--- src/sv/mrrp_pkg.sv ---
// ----------------------------------------------------------------------------
// mrrp_pkg
// Types, constants and the CRC-16 byte update shared by the request parser.
// ----------------------------------------------------------------------------
package mrrp_pkg;

  localparam logic [7:0]  FUNC_READ_HOLDING = 8'h03;
  localparam logic [15:0] CRC_POLY          = 16'hA001;
  localparam logic [15:0] CRC_INIT          = 16'hFFFF;
  localparam logic [7:0]  SLAVE_ADDR_RESET  = 8'h01;

  localparam logic [7:0]  ADDR_HI_A  = 8'h01;
  localparam logic [7:0]  ADDR_HI_B  = 8'h0B;
  localparam logic [7:0]  ADDR_LO_0  = 8'h00;
  localparam logic [7:0]  ADDR_LO_2  = 8'h02;
  localparam logic [7:0]  ADDR_LO_4  = 8'h04;
  localparam logic [7:0]  ADDR_LO_6  = 8'h06;
  localparam logic [7:0]  QTY_HI     = 8'h00;
  localparam logic [7:0]  QTY_LO_2   = 8'h02;
  localparam logic [7:0]  QTY_LO_4   = 8'h04;

  typedef enum logic [0:0] {
    CMD_BYTE       = 1'b0,
    CMD_TURNAROUND = 1'b1
  } cmd_t;

  typedef enum logic [3:0] {
    ST_IDLE    = 4'd0,
    ST_FUNC    = 4'd1,
    ST_ADDR_HI = 4'd2,
    ST_ADDR_LO = 4'd3,
    ST_QTY_HI  = 4'd4,
    ST_QTY_LO  = 4'd5,
    ST_CRC_LO  = 4'd6,
    ST_CRC_HI  = 4'd7,
    ST_DONE    = 4'd8
  } stage_t;

  typedef struct packed {
    logic       command;
    logic [7:0] rx_byte;
  } in_item_t;

  typedef struct packed {
    logic        frame_valid;
    logic        answer_cancel;
    logic [15:0] register_address;
    logic [3:0]  parser_stage;
  } out_item_t;

  function automatic logic [15:0] crc_fold(input logic [15:0] crc, input logic [7:0] b);
    logic [15:0] c;
    c = crc ^ {8'h00, b};
    for (int i = 0; i < 8; i++) begin
      c = c[0] ? ((c >> 1) ^ CRC_POLY) : (c >> 1);
    end
    return c;
  endfunction

endpackage

--- src/sv/mrrp_in_reg.sv ---
// ----------------------------------------------------------------------------
// mrrp_in_reg
// Input register: holds one received beat until the parser core takes it.
// ----------------------------------------------------------------------------
module mrrp_in_reg import mrrp_pkg::*; (
  input  logic     clk,
  input  logic     rst_n,
  input  logic     in_valid,
  output logic     in_ready,
  input  in_item_t in_data,
  output logic     item_valid,
  input  logic     item_ready,
  output in_item_t item
);

  logic     valid_r, valid_nxt;
  in_item_t item_r;
  logic     load;

  assign in_ready   = !valid_r || item_ready;
  assign load       = in_valid && in_ready;
  assign item_valid = valid_r;
  assign item       = item_r;

  always_comb begin
    if (load) begin
      valid_nxt = 1'b1;
    end else if (item_ready) begin
      valid_nxt = 1'b0;
    end else begin
      valid_nxt = valid_r;
    end
  end

  always_ff @(posedge clk) begin
    if (!rst_n) begin
      valid_r <= 1'b0;
    end else begin
      valid_r <= valid_nxt;
    end
  end

  always_ff @(posedge clk) begin
    if (load) begin
      item_r <= in_data;
    end
  end

endmodule

--- src/sv/mrrp_core.sv ---
// ----------------------------------------------------------------------------
// mrrp_core
// Frame state machine, CRC accumulation and the result register.
// ----------------------------------------------------------------------------
module mrrp_core import mrrp_pkg::*; (
  input  logic      clk,
  input  logic      rst_n,
  input  logic      cfg_we,
  input  logic [7:0] cfg_wdata,
  input  logic      item_valid,
  output logic      item_ready,
  input  in_item_t  item,
  output logic      out_valid,
  input  logic      out_ready,
  output out_item_t out_data
);

  stage_t      stage_r, stage_nxt;
  logic [15:0] crc_r, crc_nxt;
  logic [15:0] held_r, held_nxt;
  logic [7:0]  crc_lo_r, crc_lo_nxt;
  logic [7:0]  slave_r;
  logic        out_valid_r, out_valid_nxt;
  out_item_t   out_r;
  logic        advance;
  logic        frame_ok, cancel;
  logic [15:0] crc_step;
  logic [7:0]  b;
  logic        is_byte;

  assign item_ready = !out_valid_r || out_ready;
  assign advance    = item_valid && item_ready;
  assign b          = item.rx_byte;
  assign is_byte    = (cmd_t'(item.command) == CMD_BYTE);
  assign crc_step   = crc_fold((stage_r == ST_IDLE) ? CRC_INIT : crc_r, b);
  assign out_valid  = out_valid_r;
  assign out_data   = out_r;

  // next state
  always_comb begin
    stage_nxt = ST_IDLE;
    if (is_byte) begin
      unique case (stage_r)
        ST_FUNC:    stage_nxt = (b == FUNC_READ_HOLDING) ? ST_ADDR_HI : ST_IDLE;
        ST_ADDR_HI: stage_nxt = (b == ADDR_HI_A || b == ADDR_HI_B) ? ST_ADDR_LO : ST_IDLE;
        ST_ADDR_LO: stage_nxt = (b == ADDR_LO_0 || b == ADDR_LO_2 || b == ADDR_LO_4 ||
                                 b == ADDR_LO_6) ? ST_QTY_HI : ST_IDLE;
        ST_QTY_HI:  stage_nxt = (b == QTY_HI) ? ST_QTY_LO : ST_IDLE;
        ST_QTY_LO:  stage_nxt = (b == QTY_LO_2 || b == QTY_LO_4) ? ST_CRC_LO : ST_IDLE;
        ST_CRC_LO:  stage_nxt = ST_CRC_HI;
        ST_CRC_HI:  stage_nxt = (crc_lo_r == crc_r[7:0] && b == crc_r[15:8]) ?
                                ST_DONE : ST_IDLE;
        ST_DONE:    stage_nxt = ST_IDLE;
        default:    stage_nxt = (b == slave_r) ? ST_FUNC : ST_IDLE;
      endcase
    end
  end

  // datapath and flags
  always_comb begin
    crc_nxt    = crc_r;
    held_nxt   = held_r;
    crc_lo_nxt = crc_lo_r;
    frame_ok   = 1'b0;
    cancel     = 1'b0;
    if (is_byte) begin
      unique case (stage_r)
        ST_FUNC, ST_QTY_HI, ST_QTY_LO: begin
          if (stage_nxt != ST_IDLE) crc_nxt = crc_step;
        end
        ST_ADDR_HI: begin
          if (stage_nxt != ST_IDLE) begin
            crc_nxt  = crc_step;
            held_nxt = held_r | {b, 8'h00};
          end
        end
        ST_ADDR_LO: begin
          if (stage_nxt != ST_IDLE) begin
            crc_nxt  = crc_step;
            held_nxt = held_r | {8'h00, b};
          end else begin
            held_nxt = '0;
          end
        end
        ST_CRC_LO: crc_lo_nxt = b;
        ST_CRC_HI: frame_ok = (stage_nxt == ST_DONE);
        ST_DONE:   cancel = 1'b1;
        default: begin
          if (stage_nxt == ST_FUNC) begin
            held_nxt = '0;
            crc_nxt  = crc_step;
          end
        end
      endcase
    end
  end

  always_comb begin
    if (advance) begin
      out_valid_nxt = 1'b1;
    end else if (out_ready) begin
      out_valid_nxt = 1'b0;
    end else begin
      out_valid_nxt = out_valid_r;
    end
  end

  always_ff @(posedge clk) begin
    if (!rst_n) begin
      stage_r     <= ST_IDLE;
      crc_r       <= CRC_INIT;
      held_r      <= '0;
      crc_lo_r    <= '0;
      slave_r     <= SLAVE_ADDR_RESET;
      out_valid_r <= 1'b0;
    end else begin
      out_valid_r <= out_valid_nxt;
      if (cfg_we) begin
        slave_r <= cfg_wdata;
      end
      if (advance) begin
        stage_r  <= stage_nxt;
        crc_r    <= crc_nxt;
        held_r   <= held_nxt;
        crc_lo_r <= crc_lo_nxt;
      end
    end
  end

  always_ff @(posedge clk) begin
    if (advance) begin
      out_r.frame_valid      <= frame_ok;
      out_r.answer_cancel    <= cancel;
      out_r.register_address <= held_nxt;
      out_r.parser_stage     <= stage_nxt;
    end
  end

endmodule

--- src/sv/modbus_read_request_parser.sv ---
// ----------------------------------------------------------------------------
// modbus_read_request_parser
// Byte-wise parser for a read-holding-registers request with CRC-16 check.
//
//   port group | dir | beat contents
//   in_        | in  | command, rx_byte
//   out_       | out | frame_valid, answer_cancel, register_address,
//              |     | parser_stage
//   cfg_       | in  | slave_address (write only)
//
// One beat per cycle while out_ready stays high; each beat passes the
// input register, then the result register. The stage transition and
// byte-wide CRC update sit between the input register and the result
// register. Synchronous reset clears the parser to idle, CRC to 0xFFFF
// and slave address to 1. A stalled result holds the input register;
// the in_ side keeps taking beats while either register has room.
// ----------------------------------------------------------------------------
module modbus_read_request_parser import mrrp_pkg::*; (
  input  logic       clk,
  input  logic       rst_n,
  input  logic       in_valid,
  output logic       in_ready,
  input  in_item_t   in_data,
  output logic       out_valid,
  input  logic       out_ready,
  output out_item_t  out_data,
  input  logic       cfg_we,
  input  logic [7:0] cfg_wdata
);

  logic     item_valid;
  logic     item_ready;
  in_item_t item;

  mrrp_in_reg u_in_reg (
    .clk        (clk),
    .rst_n      (rst_n),
    .in_valid   (in_valid),
    .in_ready   (in_ready),
    .in_data    (in_data),
    .item_valid (item_valid),
    .item_ready (item_ready),
    .item       (item)
  );

  mrrp_core u_core (
    .clk        (clk),
    .rst_n      (rst_n),
    .cfg_we     (cfg_we),
    .cfg_wdata  (cfg_wdata),
    .item_valid (item_valid),
    .item_ready (item_ready),
    .item       (item),
    .out_valid  (out_valid),
    .out_ready  (out_ready),
    .out_data   (out_data)
  );

endmodule

--- config.mk ---
export PLATFORM = sky130hd
export DESIGN_NAME = modbus_read_request_parser
export DESIGN_NICKNAME = d
export VERILOG_FILES = /design/src/sv/mrrp_pkg.sv /design/src/sv/mrrp_in_reg.sv /design/src/sv/mrrp_core.sv /design/src/sv/modbus_read_request_parser.sv
export SDC_FILE = /design/constraint.sdc
export NUM_CORES = 1
export LEC_CHECK = 0
export BUFFER_PORTS_ARGS = -buffer_cell sky130_fd_sc_hd__buf_2
export CAP_MARGIN = 20
export CORE_ASPECT_RATIO = 1.2
export CORE_MARGIN = 5
export CORE_UTILIZATION = 32
export CTS_CLUSTER_DIAMETER = 100
export DETAILED_ROUTE_END_ITERATION = 16
export GPL_TIMING_DRIVEN = 0
export PLACE_DENSITY = 0.47
export SLEW_MARGIN = 20
export SYNTH_ARGS = -nofsm -noshare
export SYNTH_HDL_FRONTEND = slang
export SYNTH_SLANG_ARGS = --single-unit
--- constraint.sdc ---
create_clock -name clk -period 5.5 [get_ports clk]
set_input_delay 0.275 -clock clk [delete_from_list [all_inputs] [get_ports clk]]
set_output_delay 0.275 -clock clk [all_outputs]
set_load 0.005 [all_outputs]
* Word-level counts from Yosys, hierarchy flattened
Cells that the tools add are included.
** Operators by class
- Eq/ne operators :: 20
- Multiplexer cells :: 31
- Bitwise gates (word level) :: 14
- Reduce and logical (&&, ||, !) cells :: 24
** Operators with widths (number)
- 16-bit two-way mux :: 15
- 16-bit one-hot mux with 3 select lines :: 1
- 16-bit one-hot mux with 2 select lines :: 1
- 4-bit one-hot mux with 8 select lines :: 1
- 8-bit == test :: 3
- 2-bit inverter with 3-bit output :: 8
- 4-bit by 3-bit == test with 1-bit output (second input constant) :: 4
- 8-bit by 2-bit == test with 1-bit output (second input constant) :: 2
- 8-bit by 3-bit == test with 1-bit output (second input constant) :: 2
- 16-bit OR :: 1
- 16-bit by 8-bit OR with 16-bit output :: 1
- 16-bit by 8-bit bitwise XOR with 16-bit output :: 1
- 3-bit two-way mux :: 3
- 4-bit by 1-bit == test with 1-bit output (second input constant) :: 2
- 4-bit by 2-bit == test with 1-bit output (second input constant) :: 2
- 4-bit == test (second input constant) :: 2
- 8-bit by 1-bit == test with 1-bit output (second input constant) :: 1
- 8-bit by 4-bit == test with 1-bit output (second input constant) :: 1
- 8-bit logical NOT :: 1
- 4-bit two-way mux :: 2
- 1-bit logical OR :: 7
- 1-bit two-way mux :: 6
- 2-bit nonzero test :: 3
- 6-bit OR reduction :: 1
- other kinds (12) :: 18
** Word-level totals
- Flip-flop bits (word level) :: 85
- Bits of input ports :: 22
- Output and inout bits :: 24
- Word-level logic and storage cells :: 102

* Depth between registers and ports, before layout
- Depth in word-level cells :: 21
- Gate-level depth with buffers :: 11
- Depth with buffers taken out :: 8

* Modules after synthesis
Synthesis repeated with hierarchy kept, for this count alone.
** Second synthesis, totals
- Cell total of the unflattened synthesis :: 373
- Area total of the unflattened synthesis :: 3972.6 um^2
** By module, submodules not included
- mrrp_core :: times used 1, cells an instance 359, area an instance 3644.7 um^2, sequential area each 1721.7 um^2
- mrrp_in_reg :: times used 1, cells an instance 14, area an instance 327.8 um^2, sequential area each 290.3 um^2

* Worst setup path before layout
No wires, ideal clock.
- Path kind :: reg2reg
- Start point :: register u_core.stage_r[1]
- End point :: register u_core.crc_r[10]
- Library setup time :: 121 ps
- Arrival :: 2492 ps
- Data required time :: 5379 ps
- Setup slack :: 2887 ps
- Stages on the path, launching flop included :: 10
- Path buffers :: 1
- Clock period less this slack :: 2613 ps
- Cell sequence :: dfxtp_1 buf_2 or3_1 xor2_1 nand4_1 or3_4 inv_1 o311ai_4 a31oi_4 mux2_2
** Between the ends
- Elaborated cells between the ends (all ways) :: 37
- Those cells by class :: eq/ne (10); mux (14); bitwise (7); reduce/logical (6)
** RTL lines
- from (decl) :: line mrrp_core.sv:18 : stage_t stage_r, stage_nxt;
- from (signal assigned) :: line mrrp_core.sv:122 : stage_r <= stage_nxt;
- 4-bit == test, or another cell as far along :: line mrrp_core.sv:43 : unique case (stage_r)
- 4-bit one-hot mux with 8 select lines (*) :: line mrrp_core.sv:43
- 4-bit two-way mux (*) :: line mrrp_core.sv:42 : if (is_byte) begin
- named net u_core.stage_nxt[3] :: line mrrp_core.sv:18
- 4-bit nonzero test / 4-bit by 1-bit == test with 1-bit output (equally long branches)
- 2-bit by 1-bit inequality test with 1-bit output (no source line) / 2-bit nonzero test (equally long branches)
- 5-bit AND reduction (no source line) (*)
- to (signal assigned) :: line mrrp_core.sv:123 : crc_r <= crc_nxt;
- to (decl) :: line mrrp_core.sv:19 : logic [15:0] crc_r, crc_nxt;
Mark *: on every way through the listed nets, which the timed path passes. The rest lies on a longest branch. The select of a mux whose other input is x is not followed.
A chain may end at the register's enable or synchronous reset.

* Worst setup path in the final report
- Start point :: register u_core.stage_r[1]
- End point :: register u_core.crc_r[5]
Same word-level chain as after synthesis.

==> results.md <==
- Hold WC Path Type: in2reg
- Critical hold path startpoint: in_data[5]
- Sequential power share: 0.482
- Worst Clk Skew: 6.61 ps
- Overall track demand over capacity in global routing: 0.133
- Number of routed nets with antenna violations: 0
- TritonCTS clock tree: built
- Total overflow reported by the global router: 0
- Int Pwr: 1070 uW
- Kind of start point of the critical path: flop
- Cells on Worst Hold Path: 1
- Slew margin rel.: 0.348
- Maximum number of pins on one net before global-route repair: 28
- Delay of the slowest cell on the worst path: 470 ps
- Fin nets: 471
- Post-layout minimum cycle time: between 3000 and 4000 ps
- Layout cell share with drive strength beyond 1: 0.194
- Initial core utilization: 0.327
- Total iterations of the first detailed-routing run: 5
- Height of the die: 135 um
- Number of buffers inserted by hold repair at cts: 0
- IR Drop Worst-Case VDD: about 0.11 mV
- Num Clock Sinks: 85
- Num CTS Buffers: 9
- Area share of the largest cell type after synthesis: 0.260
- Logic pwr share: 0.079
- Fraction of registers with async set/reset: 0
- Clock-pin slew reported for the worst setup and hold paths after clock tree synthesis: ~70 ps
- Unrepaired setup endpoints after global routing: no
- Clock Root Buffer: clkbuf_16
- Diode count: 0
- Static leakage: about 0.0019 uW
- Average detailed-routed wire length per instance: between 15 and 20 um
- Post-route cell area: 4880 um2
- Width of the die: roughly 110 um
- Setup TNS: 0 ps
- Critical path type: reg2reg
- Count of buffers added by post-CTS timing repair for setup: 0
- CP endpoint kind: flop
- Number of primary I/O pins: 46
- Post-Synthesis Net Count: between 400 and 500
- CP cell instances: buf_2, or3_1, xor2_1, nand4_1, or3_4, inv_1, o311ai_4, a31oi_4, mux2_2
- Area of the multi-input gates: between 1500 and 2000 um2
- Port Buf Inserts: 44
- H-tree Lvls: 3
- Number of vias per cell: 4.70
- Depth of the worst register-to-register path: 9
- Outcome: completed
- Sum of routed wire length over all layers: 9670 um
- Share of the cycle needed by the critical path after routing: 0.568
- Top post-synthesis cells by area: dfxtp_1 (26%), edfxtp_1 (22%), mux2i_1 (5.8%)
- Number of flops mapped to enable cells by yosys: 31
- Cell area after placement: 4580 um2
- Number of maximum-capacitance violations: 0
- Worst-margin pin slew: between 900 and 1000 ps
- Power density normalized to cell area: 287 nW/um2
- Cell type contributing the most total cell area after synthesis: dfxtp_1
- Sequential Area: 2010 um2
- Number of antenna violations at the first check in global routing: 0
- Routed via count: just under 3000
- Vias in the first global route: 2959
- First element of the critical path: u_core.stage_r[1]
- Critical Path AT: between 3000 and 4000 ps
- Final count of negative-setup-slack endpoints: 0
- Global-route wire length before repair: 15900 um
- Clock latency at the later pin of the worst-skew pair: 340 ps
- Cell with the largest stage delay on the worst path: or3_4
- Min-Delay Endpoint: u_in_reg.item[5]
- Layout Area Growth over Synthesis: 17.4%
- Fin. Hold Viols: 0
- Last weighted congestion value of the routability-driven placer: 0.868
- R2R Path End: u_core.crc_r[5]
- Cell area after technology mapping: 4160 um2
- Flop2flop setup slack: 2380 ps
- Die area: 15400 um2
- Worst Path Required: 5730 ps
- Upper clock frequency limit: 320 MHz
- Number of storage elements in the synthesis netlist: 85
- Met2 WL: about 4700 um
- Routed length on met1: 4550 um
- Ys Warns: 0
- First DRT Iteration DRCs: about 160
- Final Worst Setup Slack: between 2000 and 2500 ps
- Max-slew violation total from the final report: 0
- CTS max path bufs: 2
- Share of power burned in the clock network: 0.439
- Total power of the final layout: 1400 uW
- Mean instance size in the synthesized netlist: 10.6 um2
- Layout fillers: 1312
- Metal3 WL: 335 um
- FP Rows: 45
- Worst-path fanout max: 10
- Instance count of the mapped netlist: 394
- Switching Share: 0.235
- # DRC: 0
- Source of the worst register-to-register timing path: u_core.stage_r[1]
- Post-synthesis sequential area ratio: 0.484
- HPWL reported at the end of detailed placement: 7000 um
- Main flop type after synthesis: dfxtp_1
- DR top layer: met4
- Count of distinct cell types in the synthesized netlist: 55
- Worst-case setup slack after placement: 2410 ps
- Core box area: ~13000 um2
- P_sw: between 300 and 400 uW
- PostCTS Resize Cnt: 0
[state kept, by name (all words and copies together) (netlist names), 4 cells and up]
register and count:
u_core.slave_r 8, u_in_reg.item 9, u_core.crc_r 16, u_core.out_data 22
u_core.stage_r 4, u_core.crc_lo_r 8, u_core.held_r 16
[stage by stage]
step,cells,util,hold slack (ps)
after floorplan,394,-,374
after global placement,602,0.360,433
after detailed placement,602,0.360,435
after CTS,618,0.384,97.6
after global routing,618,0.384,94.7
final,618,0.384,107
[power groups by stage]
| stage | logic, uW | registers (uW) | clock network [uW] |
|---|---|---|---|
| floorplan | 75.8 | 689 | 0 |
| CTS | 114 | 676 | 633 |
| finish | 111 | 675 | 614 |
| global placement | 113 | 689 | 0 |
| detailed placement | 113 | 690 | 0 |
| global route | 122 | 677 | 663 |
[worst max path at each step]
stage / to / depth (start not counted) / slack (ps)
final: u_core.crc_r[5] / 9 / 2380
after CTS: u_core.crc_r[14] / 9 / 2360
after global placement: u_core.crc_r[10] / 9 / 2370
after detailed placement: u_core.crc_r[14] / 9 / 2410
after floorplan: u_core.crc_r[10] / 9 / 2890
after global routing: u_core.held_r[15] / 10 / 2160
[placed cells by master (no fill, tap or decap), types with 3 or more instances in the layout]
master     count
dfxtp_1       54
buf_2         52
nor2_1        49
edfxtp_1      31
xor2_1        27
xnor2_1       25
and2_1        25
mux2i_1       24
nand2_1       15
a21oi_1       12
nand2b_1      10
clkbuf_1       9
inv_1          9
clkbuf_16      9
o21ai_0        8
nand4_1        6
nor4_1         5
nor2b_1        5
mux2_2         5
buf_6          4
or3_1          4
nand3_1        4
a211oi_1       4
buf_1          3
o21a_1         3
[routing by layer]
metal / GRT usage / vias up
met5: 0 / -
met2: 0.218 / 50
met3: 0.0255 / 7
met1: 0.175 / 1373
met4: 0.0436 / 0
li1: - / 1477
[critical path: cells and delay by family, from the launching register on]
family | cells | cell delay (ps)
mux | 1 | 390
simple gates | 3 | 1030
buf+inv | 2 | 350
compound gates | 2 | 630
flops | 1 | 300
xor+xnor | 1 | 320
[cell type report]
cell class,instances,share of cell area
Buffer,25,0.0277
Clock inverter,7,0.0151
Sequential cell,85,0.412
Multi-Input combinational cell,274,0.404
Inverter,10,0.00769
Timing Repair Buffer,44,0.0451
Tap cell,164,0.0420
Clock buffer,9,0.0461
[kinds of logic after synthesis]
logic type / synth area share
XOR/XNOR: 0.124
buffers and inverters: 0.0415
AO/OA/AOI/OAI: 0.0855
AND/OR/NAND/NOR: 0.191
multiplexers: 0.0740
flip-flops: 0.484
[cell usage after synthesis (all sizes together) (7+ instances only)]
cell type	number
inv	9
buf	15
nand2	15
nand2b	10
dfxtp	54
xnor2	26
and2	25
nor4	7
nor2	49
edfxtp	31
xor2	27
clkbuf	10
a21oi	12
mux2i	24
o21ai	8
(Power assumes the default switching activity.)
